## config.mk

```make
export PLATFORM = sky130hd
export DESIGN_NAME = pfx_round_cell
export DESIGN_NICKNAME = d
export VERILOG_FILES = /design/src/rtl/pfx_pkg.sv /design/src/rtl/pfx_round_cell.sv
export SDC_FILE = /design/constraint.sdc
export NUM_CORES = 2
export LEC_CHECK = 0
export BUFFER_PORTS_ARGS = -buffer_cell sky130_fd_sc_hd__buf_2
export CAP_MARGIN = 10
export CORE_ASPECT_RATIO = 0.9
export CORE_MARGIN = 2
export CORE_UTILIZATION = 40
export CTS_CLUSTER_DIAMETER = 100
export DETAILED_ROUTE_END_ITERATION = 10
export GPL_TIMING_DRIVEN = 0
export PLACE_DENSITY_LB_ADDON = 0.2
export SETUP_SLACK_MARGIN = 0.02
export SLEW_MARGIN = 20
export SYNTH_ARGS = -nofsm -noshare
export SYNTH_HDL_FRONTEND = slang
export SYNTH_SLANG_ARGS = --single-unit
export TNS_END_PERCENT = 5
```

## constraint.sdc

```tcl
create_clock -name clk -period 0.8 [get_ports clk]
set_input_delay 0 -clock clk [delete_from_list [all_inputs] [get_ports clk]]
set_output_delay 0 -clock clk [all_outputs]
set_load 0.005 [all_outputs]
```

## src/rtl/pfx_pkg.sv

```systemverilog
package pfx_pkg;

	localparam int ROUND_COUNT = 10;

	// philox multipliers and key schedule
	localparam logic [31:0] MUL_N   = 32'hD2511F53;
	localparam logic [31:0] MUL_C   = 32'hCD9E8D57;
	localparam logic [31:0] WEYL_LO = 32'h9E3779B9;
	localparam logic [31:0] WEYL_HI = 32'hBB67AE85;

	// float and integer codes
	localparam logic [31:0] ONE_F32   = 32'h3F800000;
	localparam logic [31:0] MANT_MASK = 32'h007FFFFF;
	localparam logic [31:0] QNAN_F32  = 32'h7FC00000;
	localparam logic [31:0] INF_F32   = 32'h7F800000;
	localparam logic [31:0] I32_INDEF = 32'h80000000;

	// register indexes
	localparam int CFG_IDX_W = 3;
	localparam logic [CFG_IDX_W-1:0] CFG_KEY     = 3'd0;
	localparam logic [CFG_IDX_W-1:0] CFG_COUNTER = 3'd1;
	localparam logic [CFG_IDX_W-1:0] CFG_MODE    = 3'd2;
	localparam logic [CFG_IDX_W-1:0] CFG_RANGE   = 3'd3;
	localparam logic [CFG_IDX_W-1:0] CFG_MIN     = 3'd4;

	// float datapath
	localparam int FPW       = 50;
	localparam int LZW       = 6;
	localparam int EXPW      = 10;
	localparam int SIG_W     = 24;
	localparam int BASE_W    = 10;
	localparam int EMIN_NORM = -126;
	localparam int MUL_EBIAS = 173;
	localparam int ADD_EBIAS = 175;
	localparam int ALIGN_SH  = 25;
	localparam int ALIGN_W   = SIG_W + ALIGN_SH;

	// integer remainder chain
	localparam int MOD_STEPS = 2;
	localparam int MOD_CELLS = 32 / MOD_STEPS;

	// conversion latencies
	localparam int F_LAT = 12;
	localparam int I_LAT = MOD_CELLS + 1;
	localparam int F_PAD = I_LAT - F_LAT;

	typedef struct packed {
		logic [31:0] c1;
		logic [31:0] c0;
		logic [31:0] n1;
		logic [31:0] n0;
	} pfx_blk_t;

	typedef struct packed {
		logic [31:0] k1;
		logic [31:0] k0;
	} pfx_key_t;

	typedef struct packed {
		logic nan;
		logic inf;
		logic zero;
		logic sign;
	} pfx_fcls_t;

endpackage

```

## src/rtl/pfx_round_cell.sv

```systemverilog
module pfx_round_cell import pfx_pkg::*; (
	input  logic     clk,
	input  logic     arst_n,
	input  logic     in_valid,
	input  pfx_blk_t in_blk,
	input  pfx_key_t in_key,
	output logic     out_valid,
	output pfx_blk_t out_blk,
	output pfx_key_t out_key
);

	logic [63:0] pn;
	logic [63:0] pc;

	assign pn = {32'b0, in_blk.n0} * {32'b0, MUL_N};
	assign pc = {32'b0, in_blk.c0} * {32'b0, MUL_C};

	always_ff @(posedge clk or negedge arst_n) begin
		if (!arst_n) begin
			out_valid <= 1'b0;
		end else begin
			out_valid <= in_valid;
		end
	end

	always_ff @(posedge clk) begin
		out_blk.n0 <= pc[63:32] ^ in_blk.n1 ^ in_key.k0;
		out_blk.n1 <= pc[31:0];
		out_blk.c0 <= pn[63:32] ^ in_blk.c1 ^ in_key.k1;
		out_blk.c1 <= pn[31:0];
		out_key.k0 <= in_key.k0 + WEYL_LO;
		out_key.k1 <= in_key.k1 + WEYL_HI;
	end

endmodule

```

==> flow_metrics.env <==
export IMPL_coreArea_um2=111000
export IMPL_clkTransAtPathRegs_ps=90
export IMPL_vias_per_cell=4.85
export IMPL_run_status="finished, violations left"
export IMPL_max_cap_violations=0
export IMPL_synth_cell_types=71
export IMPL_violations="hold timing, setup timing"
export IMPL_placed_area_um2=48700
export IMPL_wl_met3_um=6770
export IMPL_finalSetupViolCount=374
export IMPL_cts_tree="built"
export IMPL_grt_max_degree=20
export IMPL_fillers=10100
export IMPL_die_h_um=321
export IMPL_highest_layer="met5"
export IMPL_syn_inst=4471
export IMPL_path_class="input port to flip-flop"
export IMPL_yosys_cell_count_top_type="inv_1"
export IMPL_fmax_mhz=160
export IMPL_dr_wl_met2_um=60900
export IMPL_num_rows=116
export IMPL_root_buffer="clkbuf_16"
export IMPL_die_x_um=356
export IMPL_cp_arrival_ps=6710
export IMPL_antenna_found_initial=0
export IMPL_cts_buffer_depth=2
export IMPL_synth_edf_count=0
export IMPL_drive_gt1_frac=0.226
export IMPL_finalWeightedCongestion=0.902
export IMPL_hp_start="in_key[3]"
export IMPL_routed_wl_um=129000
export IMPL_avgSynthCellArea_um2=9.99
export IMPL_area_growth_pct=27.3
export IMPL_io_pins=388
export IMPL_overflow=0
export IMPL_synth_net_count=6370
export IMPL_critical_path_required_ps=1280
export IMPL_drc=0
export IMPL_synth_main_ff_cell="dfxtp_1"
export IMPL_tns_ps=-591540
export IMPL_vias=32500
export IMPL_m1WireLength_um=58300
export IMPL_synth_warnings=0
export IMPL_synthTopCellsByArea="fa_1 (38%), ha_1 (24%), inv_1 (11%)"
export IMPL_hold_ws_ps=-110
export IMPL_netlist_area_um2=44700
export IMPL_maxSlewHeadroom=0.442
export IMPL_start_kind="input port"
export IMPL_synth_top_area_cell="fa_1"
export IMPL_portBuffers=381
export IMPL_routedWlPerCell_um=19.2
export IMPL_synth_seq_cells=193
export IMPL_grt_pass1_vias=34100
export IMPL_design_area_um2=56800
export IMPL_postRouteAntennaNets=0
export IMPL_dr_pass1_iters=5
export IMPL_cts_buffers=17
export IMPL_hpwl_um=106000
export IMPL_grt_pass1_wl_um=198000
export IMPL_synthTopCellsByCount="inv_1 (1,284), ha_1 (863), fa_1 (841)"
export IMPL_dieArea_um2=114000
export IMPL_dr_first_iter_drc_count=1427
export IMPL_cp_max_fo=4
export IMPL_rsz0062_at_grt="yes"
export IMPL_slew_viol_final=0
export IMPL_start_util=0.402
export IMPL_min_path_cells=5
export IMPL_synth_async_reset_ratio=0.00518
export IMPL_finalCriticalPeriod_ps=6240
export IMPL_fin_crit_sh=7.80
export IMPL_tightest_slew_ps=828
export IMPL_grt_util_all_layers=0.228
export IMPL_htreeDepth=4
export IMPL_nets=7102
export IMPL_diodes=0
export IMPL_hold_viol=13
export IMPL_min_delay_path_class="input port to flip-flop"
export IMPL_yosysSeqAreaShare=0.0866
export IMPL_clock_sinks=193
export IMPL_min_to="out_key[5]"
export IMPL_setup_slack_ps=-5440
export IMPL_synth_top_area_share=0.377
export IMPL_final_util=0.512
export IMPL_cp_end_kind="flip-flop"
placed cells by master, fill, tap and decap left out, types with 16 or more instances in the layout:
cell type,Yosys,routed
nand4_1,35,35
o21bai_1,28,24
a21oi_2,3,42
nand3_1,33,24
fa_2,0,34
buf_4,0,147
inv_2,0,46
ha_1,863,733
o21ai_2,6,18
nor2_1,100,82
dfxtp_2,0,36
o21ai_0,82,50
a21o_1,81,79
inv_1,1284,1222
a21oi_1,165,102
fa_1,841,807
xnor2_1,238,223
buf_6,0,84
o21ai_1,11,16
dfxtp_1,192,150
ha_4,0,116
xor2_1,95,87
clkinvlp_4,0,17
clkbuf_1,50,28
dlygate4sd3_1,0,136
clkbuf_16,0,18
nand2_1,124,109
buf_12,0,29
a21oi_4,0,24
buf_16,0,20
buf_2,7,307
metal layers:
layer	track usage	vias up
met5	0.00511	-
li1	-	15300
met1	0.320	16300
met3	0.0394	127
met4	0.0440	2
met2	0.372	696
sequential cells by signal, indices dropped and copies added (netlist names):
register,cells
out_blk,128
out_key,64
out_valid,1
worst max-delay path by stage:
stage	from	to	slack, ps	depth (start not counted)
6_report	in_blk[17]	out_blk[92]	-5440	25
5_1_grt	in_blk[17]	out_blk[92]	-5560	25
4_1_cts	in_blk[16]	out_blk[92]	-5400	28
3_5_place_dp	in_blk[85]	out_blk[24]	-7180	23
3_3_place_gp	in_blk[89]	out_blk[24]	-7180	23
2_1_floorplan	in_blk[17]	out_blk[92]	-5230	24
cell type report:
cell class,instances,area (um2),area share
inverter,1284,4880,0.0859
timing repair buffer,731,6240,0.110
multi-input combinational,2936,39100,0.688
clock buffer,17,425,0.00748
tap,1475,1850,0.0325
sequential,193,3940,0.0693
clock inverter,14,215,0.00379
buffer,40,216,0.00381
metrics by stage:
stage,instances,worst slack [ps],hold WS [ps]
after global routing,6690,-5560,-111
after global placement,6327,-7180,-225
after detailed placement,6327,-7180,-224
after floorplan,4471,-5230,-296
after CTS,6578,-5400,-60.4
final,6690,-5440,-110
repair_timing:
action                                  CTS  global route
gates cloned                              0             1
hold buffers                            129            37
buffers inserted                        105            79
hold endpoints to repair                130            62
resized for setup                       633           405
endpoints found under the setup margin  353           370
pin swaps                               177           216
critical path, cell delays in order:
cell        delay (ps)
buf_16              80
clkinvlp_4         120
buf_6              150
fa_1               590
fa_2               220
inv_2               40
fa_1               500
inv_2               70
fa_1               510
inv_1               50
fa_1               460
fa_1               490
fa_1               510
fa_1               530
ha_4               300
and3_4             180
nand2_2             50
o21bai_4           170
a31oi_4            160
o21ai_4            120
o211ai_1           310
nand3_2            140
o31a_1             400
o41ai_4            390
xnor2_1            160
kinds of logic (layout without fill, tap and decap cells):
group / Yosys count / count (layout) / share of synthesized area
buffers and inverters: 1342 / 2086 / 0.113
xor gates and xnor gates: 333 / 333 / 0.0653
and+or+nand+nor: 407 / 407 / 0.0440
DFF: 193 / 193 / 0.0866
adders and majority gates: 1704 / 1704 / 0.619
AOI/OAI and AO/OA: 492 / 492 / 0.0723
Power is left out: the tool's default activity adds up to more than one toggle a clock period on the data nets, which glitch-free logic cannot reach.
