File: config.mk
export PLATFORM = sky130hd
export DESIGN_NAME = pfx_mod_cell
export DESIGN_NICKNAME = d
export VERILOG_FILES = /design/src/rtl/pfx_pkg.sv /design/src/rtl/pfx_mod_cell.sv
export SDC_FILE = /design/constraint.sdc
export NUM_CORES = 1
export LEC_CHECK = 0
export ABC_AREA = 1
export BUFFER_PORTS_ARGS = -buffer_cell sky130_fd_sc_hd__buf_2
export CAP_MARGIN = 20
export CORE_ASPECT_RATIO = 0.8
export CORE_MARGIN = 5
export CORE_UTILIZATION = 25
export CTS_CLUSTER_DIAMETER = 30
export DETAILED_ROUTE_END_ITERATION = 16
export HOLD_SLACK_MARGIN = 0.08
export PLACE_DENSITY = 0.46
export SYNTH_ARGS = -nofsm -noshare
export SYNTH_HDL_FRONTEND = slang
export SYNTH_SLANG_ARGS = --single-unit
File: constraint.sdc
create_clock -name clk -period 3.69 [get_ports clk]
set_input_delay 0.1845 -clock clk [delete_from_list [all_inputs] [get_ports clk]]
set_output_delay 0.1845 -clock clk [all_outputs]
set_load 0.02 [all_outputs]
File: src/rtl/pfx_pkg.sv
package pfx_pkg;

	localparam int ROUND_COUNT = 10;

	// philox multipliers and key schedule
	localparam logic [31:0] MUL_N   = 32'hD2511F53;
	localparam logic [31:0] MUL_C   = 32'hCD9E8D57;
	localparam logic [31:0] WEYL_LO = 32'h9E3779B9;
	localparam logic [31:0] WEYL_HI = 32'hBB67AE85;

	// float and integer codes
	localparam logic [31:0] ONE_F32   = 32'h3F800000;
	localparam logic [31:0] MANT_MASK = 32'h007FFFFF;
	localparam logic [31:0] QNAN_F32  = 32'h7FC00000;
	localparam logic [31:0] INF_F32   = 32'h7F800000;
	localparam logic [31:0] I32_INDEF = 32'h80000000;

	// register indexes
	localparam int CFG_IDX_W = 3;
	localparam logic [CFG_IDX_W-1:0] CFG_KEY     = 3'd0;
	localparam logic [CFG_IDX_W-1:0] CFG_COUNTER = 3'd1;
	localparam logic [CFG_IDX_W-1:0] CFG_MODE    = 3'd2;
	localparam logic [CFG_IDX_W-1:0] CFG_RANGE   = 3'd3;
	localparam logic [CFG_IDX_W-1:0] CFG_MIN     = 3'd4;

	// float datapath
	localparam int FPW       = 50;
	localparam int LZW       = 6;
	localparam int EXPW      = 10;
	localparam int SIG_W     = 24;
	localparam int BASE_W    = 10;
	localparam int EMIN_NORM = -126;
	localparam int MUL_EBIAS = 173;
	localparam int ADD_EBIAS = 175;
	localparam int ALIGN_SH  = 25;
	localparam int ALIGN_W   = SIG_W + ALIGN_SH;

	// integer remainder chain
	localparam int MOD_STEPS = 2;
	localparam int MOD_CELLS = 32 / MOD_STEPS;

	// conversion latencies
	localparam int F_LAT = 12;
	localparam int I_LAT = MOD_CELLS + 1;
	localparam int F_PAD = I_LAT - F_LAT;

	typedef struct packed {
		logic [31:0] c1;
		logic [31:0] c0;
		logic [31:0] n1;
		logic [31:0] n0;
	} pfx_blk_t;

	typedef struct packed {
		logic [31:0] k1;
		logic [31:0] k0;
	} pfx_key_t;

	typedef struct packed {
		logic nan;
		logic inf;
		logic zero;
		logic sign;
	} pfx_fcls_t;

endpackage

File: src/rtl/pfx_mod_cell.sv
module pfx_mod_cell import pfx_pkg::*; (
	input  logic        clk,
	input  logic [31:0] mag,
	input  logic [31:0] in_rem,
	input  logic [31:0] in_bits,
	output logic [31:0] out_rem,
	output logic [31:0] out_bits
);

	logic [31:0] r;
	logic [31:0] b;
	logic [32:0] t;

	// restoring steps, dividend bits msb first
	always_comb begin
		r = in_rem;
		b = in_bits;
		t = '0;
		for (int k = 0; k < MOD_STEPS; k++) begin
			t = {r, b[31]};
			if (t >= {1'b0, mag}) begin
				t = t - {1'b0, mag};
			end
			r = t[31:0];
			b = {b[30:0], 1'b0};
		end
	end

	always_ff @(posedge clk) begin
		out_rem  <= r;
		out_bits <= b;
	end

endmodule

==> metrics.log <==
INFO  metric start_kind = primary input
INFO  metric ys.warnings.count = 0
INFO  metric adder_cell_share_of_the_synthesized_area = 0.1245
INFO  metric top_level_ports = 161
INFO  metric global_route_wire_length_before_repair = 46,530 um
INFO  metric max_freq = 0.2821 GHz
INFO  metric track_usage = 0.1936
INFO  metric cp_max_fo = 9
INFO  metric min_delay_worst_endpoint = out_rem[0]
INFO  metric tritoncts = done
INFO  metric power.leakage = 6.718 nW
INFO  metric synthXorXnorAreaFrac = 0.03501
INFO  metric num_antenna_cells = 0
INFO  metric syn_avg_cell_area = 5.784 um^2
INFO  metric first_global_vias = 8,664
INFO  metric routabilityCongestion = 0.9078
INFO  metric final_common_cell = sky130_fd_sc_hd__nand2_1
INFO  metric final_min_period_over_clock_period = 0.9607
INFO  metric wl_per_cell = 15.11 um
INFO  metric main_combinational_cell_family_by_area_after_synthesis = simple AND/OR/NAND/NOR gates
INFO  metric die-area = 30,430 um^2
INFO  metric final-setup-viol-count = 0
INFO  metric post-dp-hpwl = 25,890 um
INFO  metric cts_num_sinks = 62
INFO  metric layout.cells.most_common_list = sky130_fd_sc_hd__nand2_1, sky130_fd_sc_hd__buf_4, sky130_fd_sc_hd__inv_1
INFO  metric worst_voltage_drop_across_the_vdd_grid = 0.2330 mV
INFO  metric multi_input_comb_area = 5370 um^2
INFO  metric dominantRegCellSynth = sky130_fd_sc_hd__dfxtp_1
INFO  metric postSynthRegisterBits = 62
INFO  metric critPathSlowestCell = sky130_fd_sc_hd__ha_1
INFO  metric min_path_cells = 3
INFO  metric timing.max_cap.violations = 0
INFO  metric final-max-slew-violation-count = 0
INFO  metric timing_hold_violations_final = 0
INFO  metric clkTransAtPathRegs = 0.05 ns
INFO  metric cts_made_buffers = 9
INFO  metric h-tree-depth = 3
INFO  metric final_cell_area = 12,050 um^2
INFO  metric hp-start = in_bits[30]
INFO  metric post_route_cells_drive_above_1_share = 0.4054
INFO  metric wirelength = 31,350 um
INFO  metric synth.cell_area = 6755 um^2
INFO  metric grt_remaining_overflow = 0
INFO  metric die_w = 193.8 um
INFO  metric core = 26,460 um^2
INFO  metric timing.setup.critical_path_class = primary input to flop
INFO  metric outcome = finished, final reports clean
INFO  metric final_net_count = 1,875
INFO  metric instance_area_at_placement = 10,510 um^2
INFO  metric synthesized_area_fraction_occupied_by_ao_oa_aoi_and_oai_cells = 0.08742
INFO  metric critical_path_arrival = 3.81 ns
INFO  metric std_cell_rows = 53
INFO  metric die_h = 157.0 um
INFO  metric power_per_cell_area = 417.4 nW/um^2
INFO  metric synth.mux.area_fraction = 0
INFO  metric post_drt_via_cell_ratio = 4.393
INFO  metric timing.critical_path.required = 3.96 ns
INFO  metric clock_tree.buffer_depth = 2
INFO  metric syn2layout_area_growth = 78.31%
INFO  metric cts_root_buf = sky130_fd_sc_hd__clkbuf_16
INFO  metric fillers = 2,820
INFO  metric detail-route-antenna-nets = 0
INFO  metric via_count = 9,112
INFO  metric fin_tns_setup = 0 ns
INFO  metric cp_slowest_stage_delay = 0.30 ns
INFO  metric syn-instance-count = 1,168
INFO  metric port-buffer-count = 158
INFO  metric netlist-cell-type-count = 45
INFO  metric ys_seq_area_frac = 0.1837
INFO  metric effective_utilization_at_floorplan = 0.2553
INFO  metric grt_start_max_net_pins = 28
INFO  metric drt_iter0_markers = 590
INFO  metric worstSetupEndpointType = flop
INFO  metric detail_route.drc_violations = 0
INFO  metric final_core_util = 0.4552
INFO  metric area.sequential = 1241 um^2
INFO  metric postSynth.asyncResetShare = 0
INFO  metric number_of_enable_type_register_cells_in_the_synthesized_netlist = 0
INFO  metric drt_pre_antenna_iters = 5
INFO  metric min-delay-path-class = primary input to flop
INFO  metric final.min_clock_period = 3.545 ns
INFO  metric critical_path.most_common_cell = sky130_fd_sc_hd__buf_4
INFO  metric antenna_violations_before_repair = 0
INFO  metric post_synth_and_or_nand_nor_area_fraction = 0.4423
[power by group]
group | switching (W) | total, W | internal, W | leakage [nW]
clock | 0.000293 | 0.000900 | 0.000607 | 0.157
combinational | 0.00174 | 0.00322 | 0.00148 | 6.04
sequential | 0.0000445 | 0.000908 | 0.000863 | 0.523
total | 0.00207 | 0.00503 | 0.00295 | 6.72
[logic make-up after synthesis]
group | after synthesis
other cells | 1
compound gates | 104
flops | 62
simple gates | 694
xor+xnor | 27
buf+inv | 214
fa+ha+maj | 66
[registers in the layout, summed over array words and instances, names as in the netlist]
register and cells:
out_bits 30, out_rem 32
[metal layers]
metal	part of all wire	GRT usage
met5	0	0
met4	0.0053	0.01786
met1	0.51	0.2842
met2	0.43	0.3078
met3	0.058	0.03574
[synthesized netlist by cell type, drive strengths merged (2+ instances only)]
library cell,n,share of area
buf,16,0.016
nand3b,6,0.0067
and2,5,0.0046
dfxtp,62,0.18
or2,14,0.013
nor3,10,0.0081
a21o,5,0.0056
nand2,451,0.26
ha,64,0.12
xnor2,4,0.0052
inv,196,0.11
xor2,23,0.030
nor2,82,0.052
o21ai,21,0.016
a21oi,61,0.048
o21bai,8,0.0089
a31oi,3,0.0028
a21boi,3,0.0033
nand4,17,0.017
fa,2,0.0059
nand3,106,0.083
[metrics by stage]
| step | power (W) | hold slack (ns) | worst slack, ns | std cells |
|---|---|---|---|---|
| after global placement | 0.003830 | 0.2864 | -0.4352 | 2011 |
| after detailed placement | 0.003825 | 0.2886 | -0.5386 | 2011 |
| after floorplan | 0.002386 | 0.2122 | 0.3874 | 1169 |
| final | 0.005027 | 0.09315 | 0.1451 | 2074 |
| after global routing | 0.005398 | 0.09089 | -0.03587 | 2074 |
| after CTS | 0.004803 | 0.08256 | 0.0002065 | 2058 |
[what timing repair did]
item,4_1_cts,5_1_grt
cloned,1,5
setup endpoints to repair,32,32
gates resized for setup,14,123
pin swaps,1,16
setup buffers,0,11
hold buffers,30,0
endpoints found under the hold margin,30,0
[area by class of cell]
cell class,instances,area share
multi-input cells,895,0.4458
clock inverters,4,0.005817
well taps,357,0.03708
repair buffers,547,0.3262
clock buffers,12,0.02046
inverters,197,0.06160
flip-flops and latches,62,0.1030
[critical path: cells and delay by family]
kind	cells	cell delay (ns)
AOI/OAI and AO/OA	2	0.24
and+or+nand+nor	14	1.48
buffers and inverters	11	1.31
adders and majority gates	2	0.57
[worst max path at each step]
stage	startpoint	to	slack (ns)
final	mag[19]	out_rem[21]	0.15
after global routing	mag[19]	out_rem[2]	-0.04
after CTS	mag[8]	out_rem[29]	0.0002
after detailed placement	mag[8]	out_rem[14]	-0.54
after global placement	mag[15]	out_rem[7]	-0.44
after floorplan	mag[2]	out_rem[8]	0.39
No activity file was read; power rests on OpenSTA's default activity.
