## src/rtl/pfx_pkg.sv

```systemverilog
package pfx_pkg;

	localparam int ROUND_COUNT = 10;

	// philox multipliers and key schedule
	localparam logic [31:0] MUL_N   = 32'hD2511F53;
	localparam logic [31:0] MUL_C   = 32'hCD9E8D57;
	localparam logic [31:0] WEYL_LO = 32'h9E3779B9;
	localparam logic [31:0] WEYL_HI = 32'hBB67AE85;

	// float and integer codes
	localparam logic [31:0] ONE_F32   = 32'h3F800000;
	localparam logic [31:0] MANT_MASK = 32'h007FFFFF;
	localparam logic [31:0] QNAN_F32  = 32'h7FC00000;
	localparam logic [31:0] INF_F32   = 32'h7F800000;
	localparam logic [31:0] I32_INDEF = 32'h80000000;

	// register indexes
	localparam int CFG_IDX_W = 3;
	localparam logic [CFG_IDX_W-1:0] CFG_KEY     = 3'd0;
	localparam logic [CFG_IDX_W-1:0] CFG_COUNTER = 3'd1;
	localparam logic [CFG_IDX_W-1:0] CFG_MODE    = 3'd2;
	localparam logic [CFG_IDX_W-1:0] CFG_RANGE   = 3'd3;
	localparam logic [CFG_IDX_W-1:0] CFG_MIN     = 3'd4;

	// float datapath
	localparam int FPW       = 50;
	localparam int LZW       = 6;
	localparam int EXPW      = 10;
	localparam int SIG_W     = 24;
	localparam int BASE_W    = 10;
	localparam int EMIN_NORM = -126;
	localparam int MUL_EBIAS = 173;
	localparam int ADD_EBIAS = 175;
	localparam int ALIGN_SH  = 25;
	localparam int ALIGN_W   = SIG_W + ALIGN_SH;

	// integer remainder chain
	localparam int MOD_STEPS = 2;
	localparam int MOD_CELLS = 32 / MOD_STEPS;

	// conversion latencies
	localparam int F_LAT = 12;
	localparam int I_LAT = MOD_CELLS + 1;
	localparam int F_PAD = I_LAT - F_LAT;

	typedef struct packed {
		logic [31:0] c1;
		logic [31:0] c0;
		logic [31:0] n1;
		logic [31:0] n0;
	} pfx_blk_t;

	typedef struct packed {
		logic [31:0] k1;
		logic [31:0] k0;
	} pfx_key_t;

	typedef struct packed {
		logic nan;
		logic inf;
		logic zero;
		logic sign;
	} pfx_fcls_t;

endpackage

```

## src/rtl/pfx_fp_round.sv

```systemverilog
module pfx_fp_round import pfx_pkg::*; (
	input  logic                   clk,
	input  pfx_fcls_t              in_cls,
	input  logic [FPW-1:0]         in_mag,
	input  logic signed [EXPW-1:0] in_exp,
	output logic [31:0]            out_bits
);

	localparam logic signed [EXPW-1:0] EMIN_V = EXPW'(EMIN_NORM);

	logic [LZW-1:0] lz;

	pfx_fcls_t             cls_s1, cls_s2, cls_s3;
	logic                  zero_s1, zero_s2, zero_s3;
	logic [FPW-1:0]        mag_s1;
	logic signed [EXPW-1:0] exp_s1;
	logic [LZW-1:0]        lz_s1;
	logic [FPW-1:0]        norm_s2;
	logic signed [EXPW-1:0] x_s2;
	logic [FPW-1:0]        sh_s3;
	logic [BASE_W-1:0]     base_s3;

	logic                  den;
	logic signed [EXPW-1:0] dfull;
	logic [4:0]            d5;
	logic [FPW-1:0]        sh;
	logic                  sh_st;
	logic [BASE_W-1:0]     base;

	logic [SIG_W-1:0]      sig;
	logic                  g;
	logic                  st;
	logic [SIG_W:0]        sum;
	logic [32:0]           packed_mag;

	// leading zero count
	always_comb begin
		lz = LZW'(FPW - 1);
		for (int i = 0; i < FPW; i++) begin
			if (in_mag[i]) begin
				lz = LZW'(FPW - 1 - i);
			end
		end
	end

	always_ff @(posedge clk) begin
		cls_s1  <= in_cls;
		zero_s1 <= in_cls.zero | (in_mag == '0);
		mag_s1  <= in_mag;
		exp_s1  <= in_exp;
		lz_s1   <= lz;
	end

	always_ff @(posedge clk) begin
		cls_s2  <= cls_s1;
		zero_s2 <= zero_s1;
		norm_s2 <= mag_s1 << lz_s1;
		x_s2    <= exp_s1 + EXPW'(FPW - 1) - EXPW'(lz_s1);
	end

	// subnormal results shift right, lost bits jammed into the lsb
	always_comb begin
		den   = x_s2 < EMIN_V;
		dfull = EMIN_V - x_s2;
		d5    = den ? ((dfull > 31) ? 5'd31 : dfull[4:0]) : 5'd0;
		sh    = norm_s2 >> d5;
		sh_st = (sh << d5) != norm_s2;
		base  = den ? '0 : BASE_W'(x_s2 - EMIN_V);
	end

	always_ff @(posedge clk) begin
		cls_s3  <= cls_s2;
		zero_s3 <= zero_s2;
		sh_s3   <= {sh[FPW-1:1], sh[0] | sh_st};
		base_s3 <= base;
	end

	// round to nearest even, carry may ripple into the exponent
	always_comb begin
		sig        = sh_s3[FPW-1 -: SIG_W];
		g          = sh_s3[FPW-1-SIG_W];
		st         = |sh_s3[FPW-2-SIG_W:0];
		sum        = {1'b0, sig} + (SIG_W+1)'(g & (st | sig[0]));
		packed_mag = {base_s3, 23'b0} + 33'(sum);
	end

	always_ff @(posedge clk) begin
		if (cls_s3.nan) begin
			out_bits <= QNAN_F32;
		end else if (cls_s3.inf) begin
			out_bits <= {cls_s3.sign, INF_F32[30:0]};
		end else if (zero_s3) begin
			out_bits <= {cls_s3.sign, 31'b0};
		end else if (packed_mag >= 33'(INF_F32[30:0])) begin
			out_bits <= {cls_s3.sign, INF_F32[30:0]};
		end else begin
			out_bits <= {cls_s3.sign, packed_mag[30:0]};
		end
	end

endmodule

```

## src/rtl/pfx_fp_conv.sv

```systemverilog
module pfx_fp_conv import pfx_pkg::*; (
	input  logic        clk,
	input  logic [31:0] word,
	input  logic [31:0] range_bits,
	input  logic [31:0] min_bits,
	output logic [31:0] out_bits
);

	// multiply: mantissa fraction times range
	logic [31:0] fw;
	logic [22:0] f;
	logic [7:0]  er;
	logic [7:0]  er_eff;
	logic [SIG_W-1:0] sig_r;
	logic        r_nan, r_inf, r_zero;
	logic [46:0] prod;

	pfx_fcls_t             mcls_m1;
	logic [46:0]           prod_m1;
	logic signed [EXPW-1:0] mexp_m1;
	logic [31:0]           p_bits;

	assign fw     = word & MANT_MASK;
	assign f      = fw[22:0];
	assign er     = range_bits[30:23];
	assign er_eff = (er == '0) ? 8'd1 : er;
	assign sig_r  = {er != '0, range_bits[22:0]};
	assign r_nan  = (er == 8'hFF) && (range_bits[22:0] != '0);
	assign r_inf  = (er == 8'hFF) && (range_bits[22:0] == '0);
	assign r_zero = (range_bits[30:0] == '0);
	assign prod   = {24'b0, f} * {23'b0, sig_r};

	always_ff @(posedge clk) begin
		mcls_m1.nan  <= r_nan | (r_inf & (f == '0));
		mcls_m1.inf  <= r_inf & (f != '0);
		mcls_m1.zero <= r_zero | (f == '0);
		mcls_m1.sign <= range_bits[31];
		prod_m1      <= prod;
		mexp_m1      <= EXPW'({2'b00, er_eff}) - EXPW'(MUL_EBIAS);
	end

	pfx_fp_round u_mul_round (
		.clk      (clk),
		.in_cls   (mcls_m1),
		.in_mag   ({{(FPW-47){1'b0}}, prod_m1}),
		.in_exp   (mexp_m1),
		.out_bits (p_bits)
	);

	// add: product plus lower bound
	logic [7:0]  ea, eb;
	logic        a_nan, b_nan, a_inf, b_inf, a_big;
	logic [SIG_W-1:0] sig_a, sig_b;
	logic [7:0]  ea_eff, eb_eff;

	logic        nan_a1, inf_a1, isign_a1, bsign_a1, sub_a1, neg_a1;
	logic [SIG_W-1:0] sigb_a1, sigs_a1;
	logic [7:0]  ebig_a1, diff_a1;

	logic        nan_a2, inf_a2, isign_a2, bsign_a2, sub_a2, neg_a2;
	logic [7:0]  ebig_a2;
	logic [ALIGN_W-1:0] big_a2, small_a2;

	logic [5:0]  d6;
	logic [ALIGN_W-1:0] small_w, small_sh;
	logic        small_st;

	logic [FPW-1:0] r_sum;
	logic           r_zero_sum;

	pfx_fcls_t             acls_a3;
	logic [FPW-1:0]        r_a3;
	logic signed [EXPW-1:0] aexp_a3;

	assign ea     = p_bits[30:23];
	assign eb     = min_bits[30:23];
	assign a_nan  = (ea == 8'hFF) && (p_bits[22:0] != '0);
	assign b_nan  = (eb == 8'hFF) && (min_bits[22:0] != '0);
	assign a_inf  = (ea == 8'hFF) && (p_bits[22:0] == '0);
	assign b_inf  = (eb == 8'hFF) && (min_bits[22:0] == '0);
	assign a_big  = p_bits[30:0] >= min_bits[30:0];
	assign sig_a  = {ea != '0, p_bits[22:0]};
	assign sig_b  = {eb != '0, min_bits[22:0]};
	assign ea_eff = (ea == '0) ? 8'd1 : ea;
	assign eb_eff = (eb == '0) ? 8'd1 : eb;

	always_ff @(posedge clk) begin
		nan_a1   <= a_nan | b_nan | (a_inf & b_inf & (p_bits[31] != min_bits[31]));
		inf_a1   <= a_inf | b_inf;
		isign_a1 <= a_inf ? p_bits[31] : min_bits[31];
		bsign_a1 <= a_big ? p_bits[31] : min_bits[31];
		sub_a1   <= p_bits[31] ^ min_bits[31];
		neg_a1   <= p_bits[31] & min_bits[31];
		sigb_a1  <= a_big ? sig_a : sig_b;
		sigs_a1  <= a_big ? sig_b : sig_a;
		ebig_a1  <= a_big ? ea_eff : eb_eff;
		diff_a1  <= a_big ? (ea_eff - eb_eff) : (eb_eff - ea_eff);
	end

	always_comb begin
		d6       = (diff_a1 > 8'd63) ? 6'd63 : diff_a1[5:0];
		small_w  = {sigs_a1, {ALIGN_SH{1'b0}}};
		small_sh = small_w >> d6;
		small_st = (small_sh << d6) != small_w;
	end

	always_ff @(posedge clk) begin
		nan_a2   <= nan_a1;
		inf_a2   <= inf_a1;
		isign_a2 <= isign_a1;
		bsign_a2 <= bsign_a1;
		sub_a2   <= sub_a1;
		neg_a2   <= neg_a1;
		ebig_a2  <= ebig_a1;
		big_a2   <= {sigb_a1, {ALIGN_SH{1'b0}}};
		small_a2 <= {small_sh[ALIGN_W-1:1], small_sh[0] | small_st};
	end

	always_comb begin
		if (sub_a2) begin
			r_sum      = {1'b0, big_a2} - {1'b0, small_a2};
			r_zero_sum = big_a2 == small_a2;
		end else begin
			r_sum      = {1'b0, big_a2} + {1'b0, small_a2};
			r_zero_sum = (big_a2 == '0) && (small_a2 == '0);
		end
	end

	always_ff @(posedge clk) begin
		acls_a3.nan  <= nan_a2;
		acls_a3.inf  <= inf_a2;
		acls_a3.zero <= r_zero_sum;
		acls_a3.sign <= inf_a2 ? isign_a2 : (r_zero_sum ? neg_a2 : bsign_a2);
		r_a3         <= r_sum;
		aexp_a3      <= EXPW'({2'b00, ebig_a2}) - EXPW'(ADD_EBIAS);
	end

	pfx_fp_round u_add_round (
		.clk      (clk),
		.in_cls   (acls_a3),
		.in_mag   (r_a3),
		.in_exp   (aexp_a3),
		.out_bits (out_bits)
	);

endmodule

```

## config.mk

```make
export PLATFORM = sky130hd
export DESIGN_NAME = pfx_fp_conv
export DESIGN_NICKNAME = d
export VERILOG_FILES = /design/src/rtl/pfx_pkg.sv /design/src/rtl/pfx_fp_round.sv /design/src/rtl/pfx_fp_conv.sv
export SDC_FILE = /design/constraint.sdc
export NUM_CORES = 2
export LEC_CHECK = 0
export ABC_AREA = 1
export BUFFER_PORTS_ARGS = -buffer_cell sky130_fd_sc_hd__buf_2
export CAP_MARGIN = 20
export CORE_UTILIZATION = 60
export CTS_BUF_LIST = sky130_fd_sc_hd__clkbuf_4 sky130_fd_sc_hd__clkbuf_8
export DETAILED_ROUTE_END_ITERATION = 16
export PLACE_DENSITY_LB_ADDON = 0.2
export SLEW_MARGIN = 20
export SYNTH_ARGS = -nofsm -noshare
export SYNTH_HDL_FRONTEND = slang
export SYNTH_SLANG_ARGS = --single-unit
```

## constraint.sdc

```tcl
create_clock -name clk -period 8.6 [get_ports clk]
set_input_delay 0.86 -clock clk [delete_from_list [all_inputs] [get_ports clk]]
set_output_delay 0.86 -clock clk [all_outputs]
set_load 0.005 [all_outputs]
```

==> flow_summary_export.csv <==
group,metric,value,unit
run_status,status,"finished clean",
sta,slew_viol_final,0,
yosys,synth_edf_count,0,
sta,hold_viol,0,
clock_tree,htree_levels,3,
grt,grt_use_total,35.8,%
finish,layout_commonest_cell,"nand2_1",
floorplanning,num_rows,116,
sta,fmax,130,MHz
floorplanning,ios,129,
critical_path,r2r-start,"diff_a1[0]",
detailed_routing,wl_per_cell,18.5,um
critical_path,critical_path_class,"in2reg",
floorplanning,dieArea,0.102,mm2
critical_path,required,9.22,ns
yosys,synth.net_count,9564,
yosys,async_flop_share,0,%
critical_path,slowest_delay,0.57,ns
clock_tree,cts_buffers,114,
clock_tree,cts.sinks,735,
run,drv_cap,0,
yosys,syn_inst,8687,
clock_tree,clock_latency,0.80,ns
clock_tree,cts-root-buf,"clkbuf_8",
detailed_routing,ant_nets,0,
floorplanning,core_area,0.100,mm2
critical_path,critPathLaunch,"word[5]",
grt,antenna_found_initial,17,
sta,worst_pin_slew,1.19,ns
finish,nets,9412,
finish,fill_cells,9195,
critical_path,crit_top_cell,"fa_1",
grt,grt_max_degree,112,
yosys,syn_area,0.0605,mm2
sta,relSlewSlack,20.4,%
yosys,ys_types,71,
sta,fin_tns_setup,0,ns
place,dp_cells,9716,
place,hpwl,143000,um
critical_path,cp-end-kind,"flop",
critical_path,crit_arrival,8.31,ns
clock_tree,cts_setup_buffers,0,
yosys,ys_warn_count,0,
detailed_routing,vias,56100,
detailed_routing,drc,0,
finish,syn_to_final_growth,6.08,%
yosys,synth-seq-cells,735,
sta,fin_crit,7.69,ns
detailed_routing,drt-vias-per-instance,5.65,
floorplanning,start_util,60.5,%
min_path,hold_class,"in2reg",
sta,setup_violations,0,
sta,clock_skew,0.0648,ns
finish,layout_common_cells,"nand2_1, inv_1, dfxtp_1, o21ai_0, nand3_1",
finish,drive_gt1_share,6.48,%
floorplanning,dieWidth,319,um
min_path,hp-start,"range_bits[31]",
place,globalplace.congestion,0.996,
grt,grt_pass1_wl,289000,um
sta,post-route-period-util,89.4,%
sta,rsz0062_at_grt,"false",
grt,grt_pass1_vias,53300,
yosys,syn_avg_cell_area,6.96,um2
detailed_routing,wirelength,184000,um
critical_path,cp_slowest_cell,"fa_1",
detailed_routing,drt-initial-drc-count,5731,
floorplanning,die_y,319,um
detailed_routing,drt_pass1_iterations,9,
place,port_buffers,119,
finish,final_cells,9926,
yosys,synthFlopType,"dfxtp_1",
grt,grt_overflow_total,0,
clock_tree,cts_hold_buf,0,
clock_tree,cts_tree,"built",
clock_tree,clockBufferDepth,3,
yosys,seq_area_frac_synth,24.3,%
clock_tree,clk_pin_slew,0.06,ns
critical_path,cp_max_fo,16,
clock_tree,ctsResizeCount,0,
critical_path,crit_path_start_kind,"input pin",
==> cell families (layout without fill, tap and decap cells) <==
logic type,count (synthesis),after routing,synth area share [%]
other,0,4,0
and+or+nand+nor,3723,3723,25.1
xor gates and xnor gates,162,162,2.36
muxes,101,101,1.70
AOI/OAI and AO/OA,1466,1466,13.4
DFF,735,735,24.3
buffers and inverters,1720,1657,11.1
adders and majority gates,780,780,21.9
==> final cells by class <==
cell class / count / area (um2) / area share [%]
flip-flops and latches: 735 / 14700 / 22.9
inverters: 1229 / 4610 / 7.19
clock buffers: 171 / 2180 / 3.41
repair buffers: 223 / 1390 / 2.17
clock inverters: 34 / 477 / 0.743
diodes: 4 / 10.0 / 0.0156
well taps: 1298 / 1620 / 2.53
multi-input cells: 6232 / 39100 / 61.0
==> metrics by stage <==
stage          instance area (um2)  setup WS [ns]  utilization [%]  hold WS [ns]
2_1_floorplan                60500          0.834                -         0.310
3_3_place_gp                 61400          0.318             61.4         0.310
3_5_place_dp                 61400          0.208             61.4         0.312
4_1_cts                      64100          0.995             64.1         0.174
5_1_grt                      64100          0.522             64.1         0.185
6_report                     64100          0.910             64.1         0.225
==> worst paths after layout <==
| path | end | slack [ns] | cells after the start |
|---|---|---|---|
| hold / removal | mcls_m1[0] | 0.22 | 1 |
| setup / recovery | prod_m1[44] | 0.91 | 29 |
| hold reg to reg | u_mul_round.cls_s3[2] | 0.32 | 0 |
| setup reg to reg | small_a2[0] | 2.27 | 22 |
==> metal layers <==
| metal | global-route usage, % | wire length (um) |
|---|---|---|
| met4 | 13.7 | 7410 |
| met2 | 57.7 | 83100 |
| met5 | 0 | 118 |
| met1 | 48.2 | 77300 |
| met3 | 5.79 | 15900 |
==> synth_stat cells, types with 114 or more instances <==
master / instances / area [um2]
nor2_1: 450 / 1690
nand2_1: 2540 / 9530
o21ai_0: 679 / 3400
a21oi_1: 217 / 1090
o21ai_1: 295 / 1480
nand3_1: 474 / 2370
inv_1: 1198 / 4500
xor2_1: 114 / 998
clkbuf_1: 316 / 1190
dfxtp_1: 735 / 14700
ha_1: 314 / 3930
fa_1: 466 / 9330
==> state kept, by name (all words and copies together), names as in the netlist, 49 cells and up <==
name	flops
r_a3	50
u_add_round.mag_s1	50
u_add_round.norm_s2	50
u_add_round.sh_s3	50
u_mul_round.norm_s2	50
u_mul_round.sh_s3	50
small_a2	49
==> critical path: cells and delay by family <==
| family | cells | cell delay [ns] |
|---|---|---|
| AND/OR/NAND/NOR | 5 | 0.53 |
| AO/OA/AOI/OAI | 9 | 1.95 |
| adder cells (fa/ha/maj) | 8 | 3.91 |
| XOR/XNOR | 1 | 0.16 |
| buffers and inverters | 6 | 0.87 |
Power is left out: the tool's default activity adds up to more than one toggle a clock period on the data nets, which glitch-free logic cannot reach.
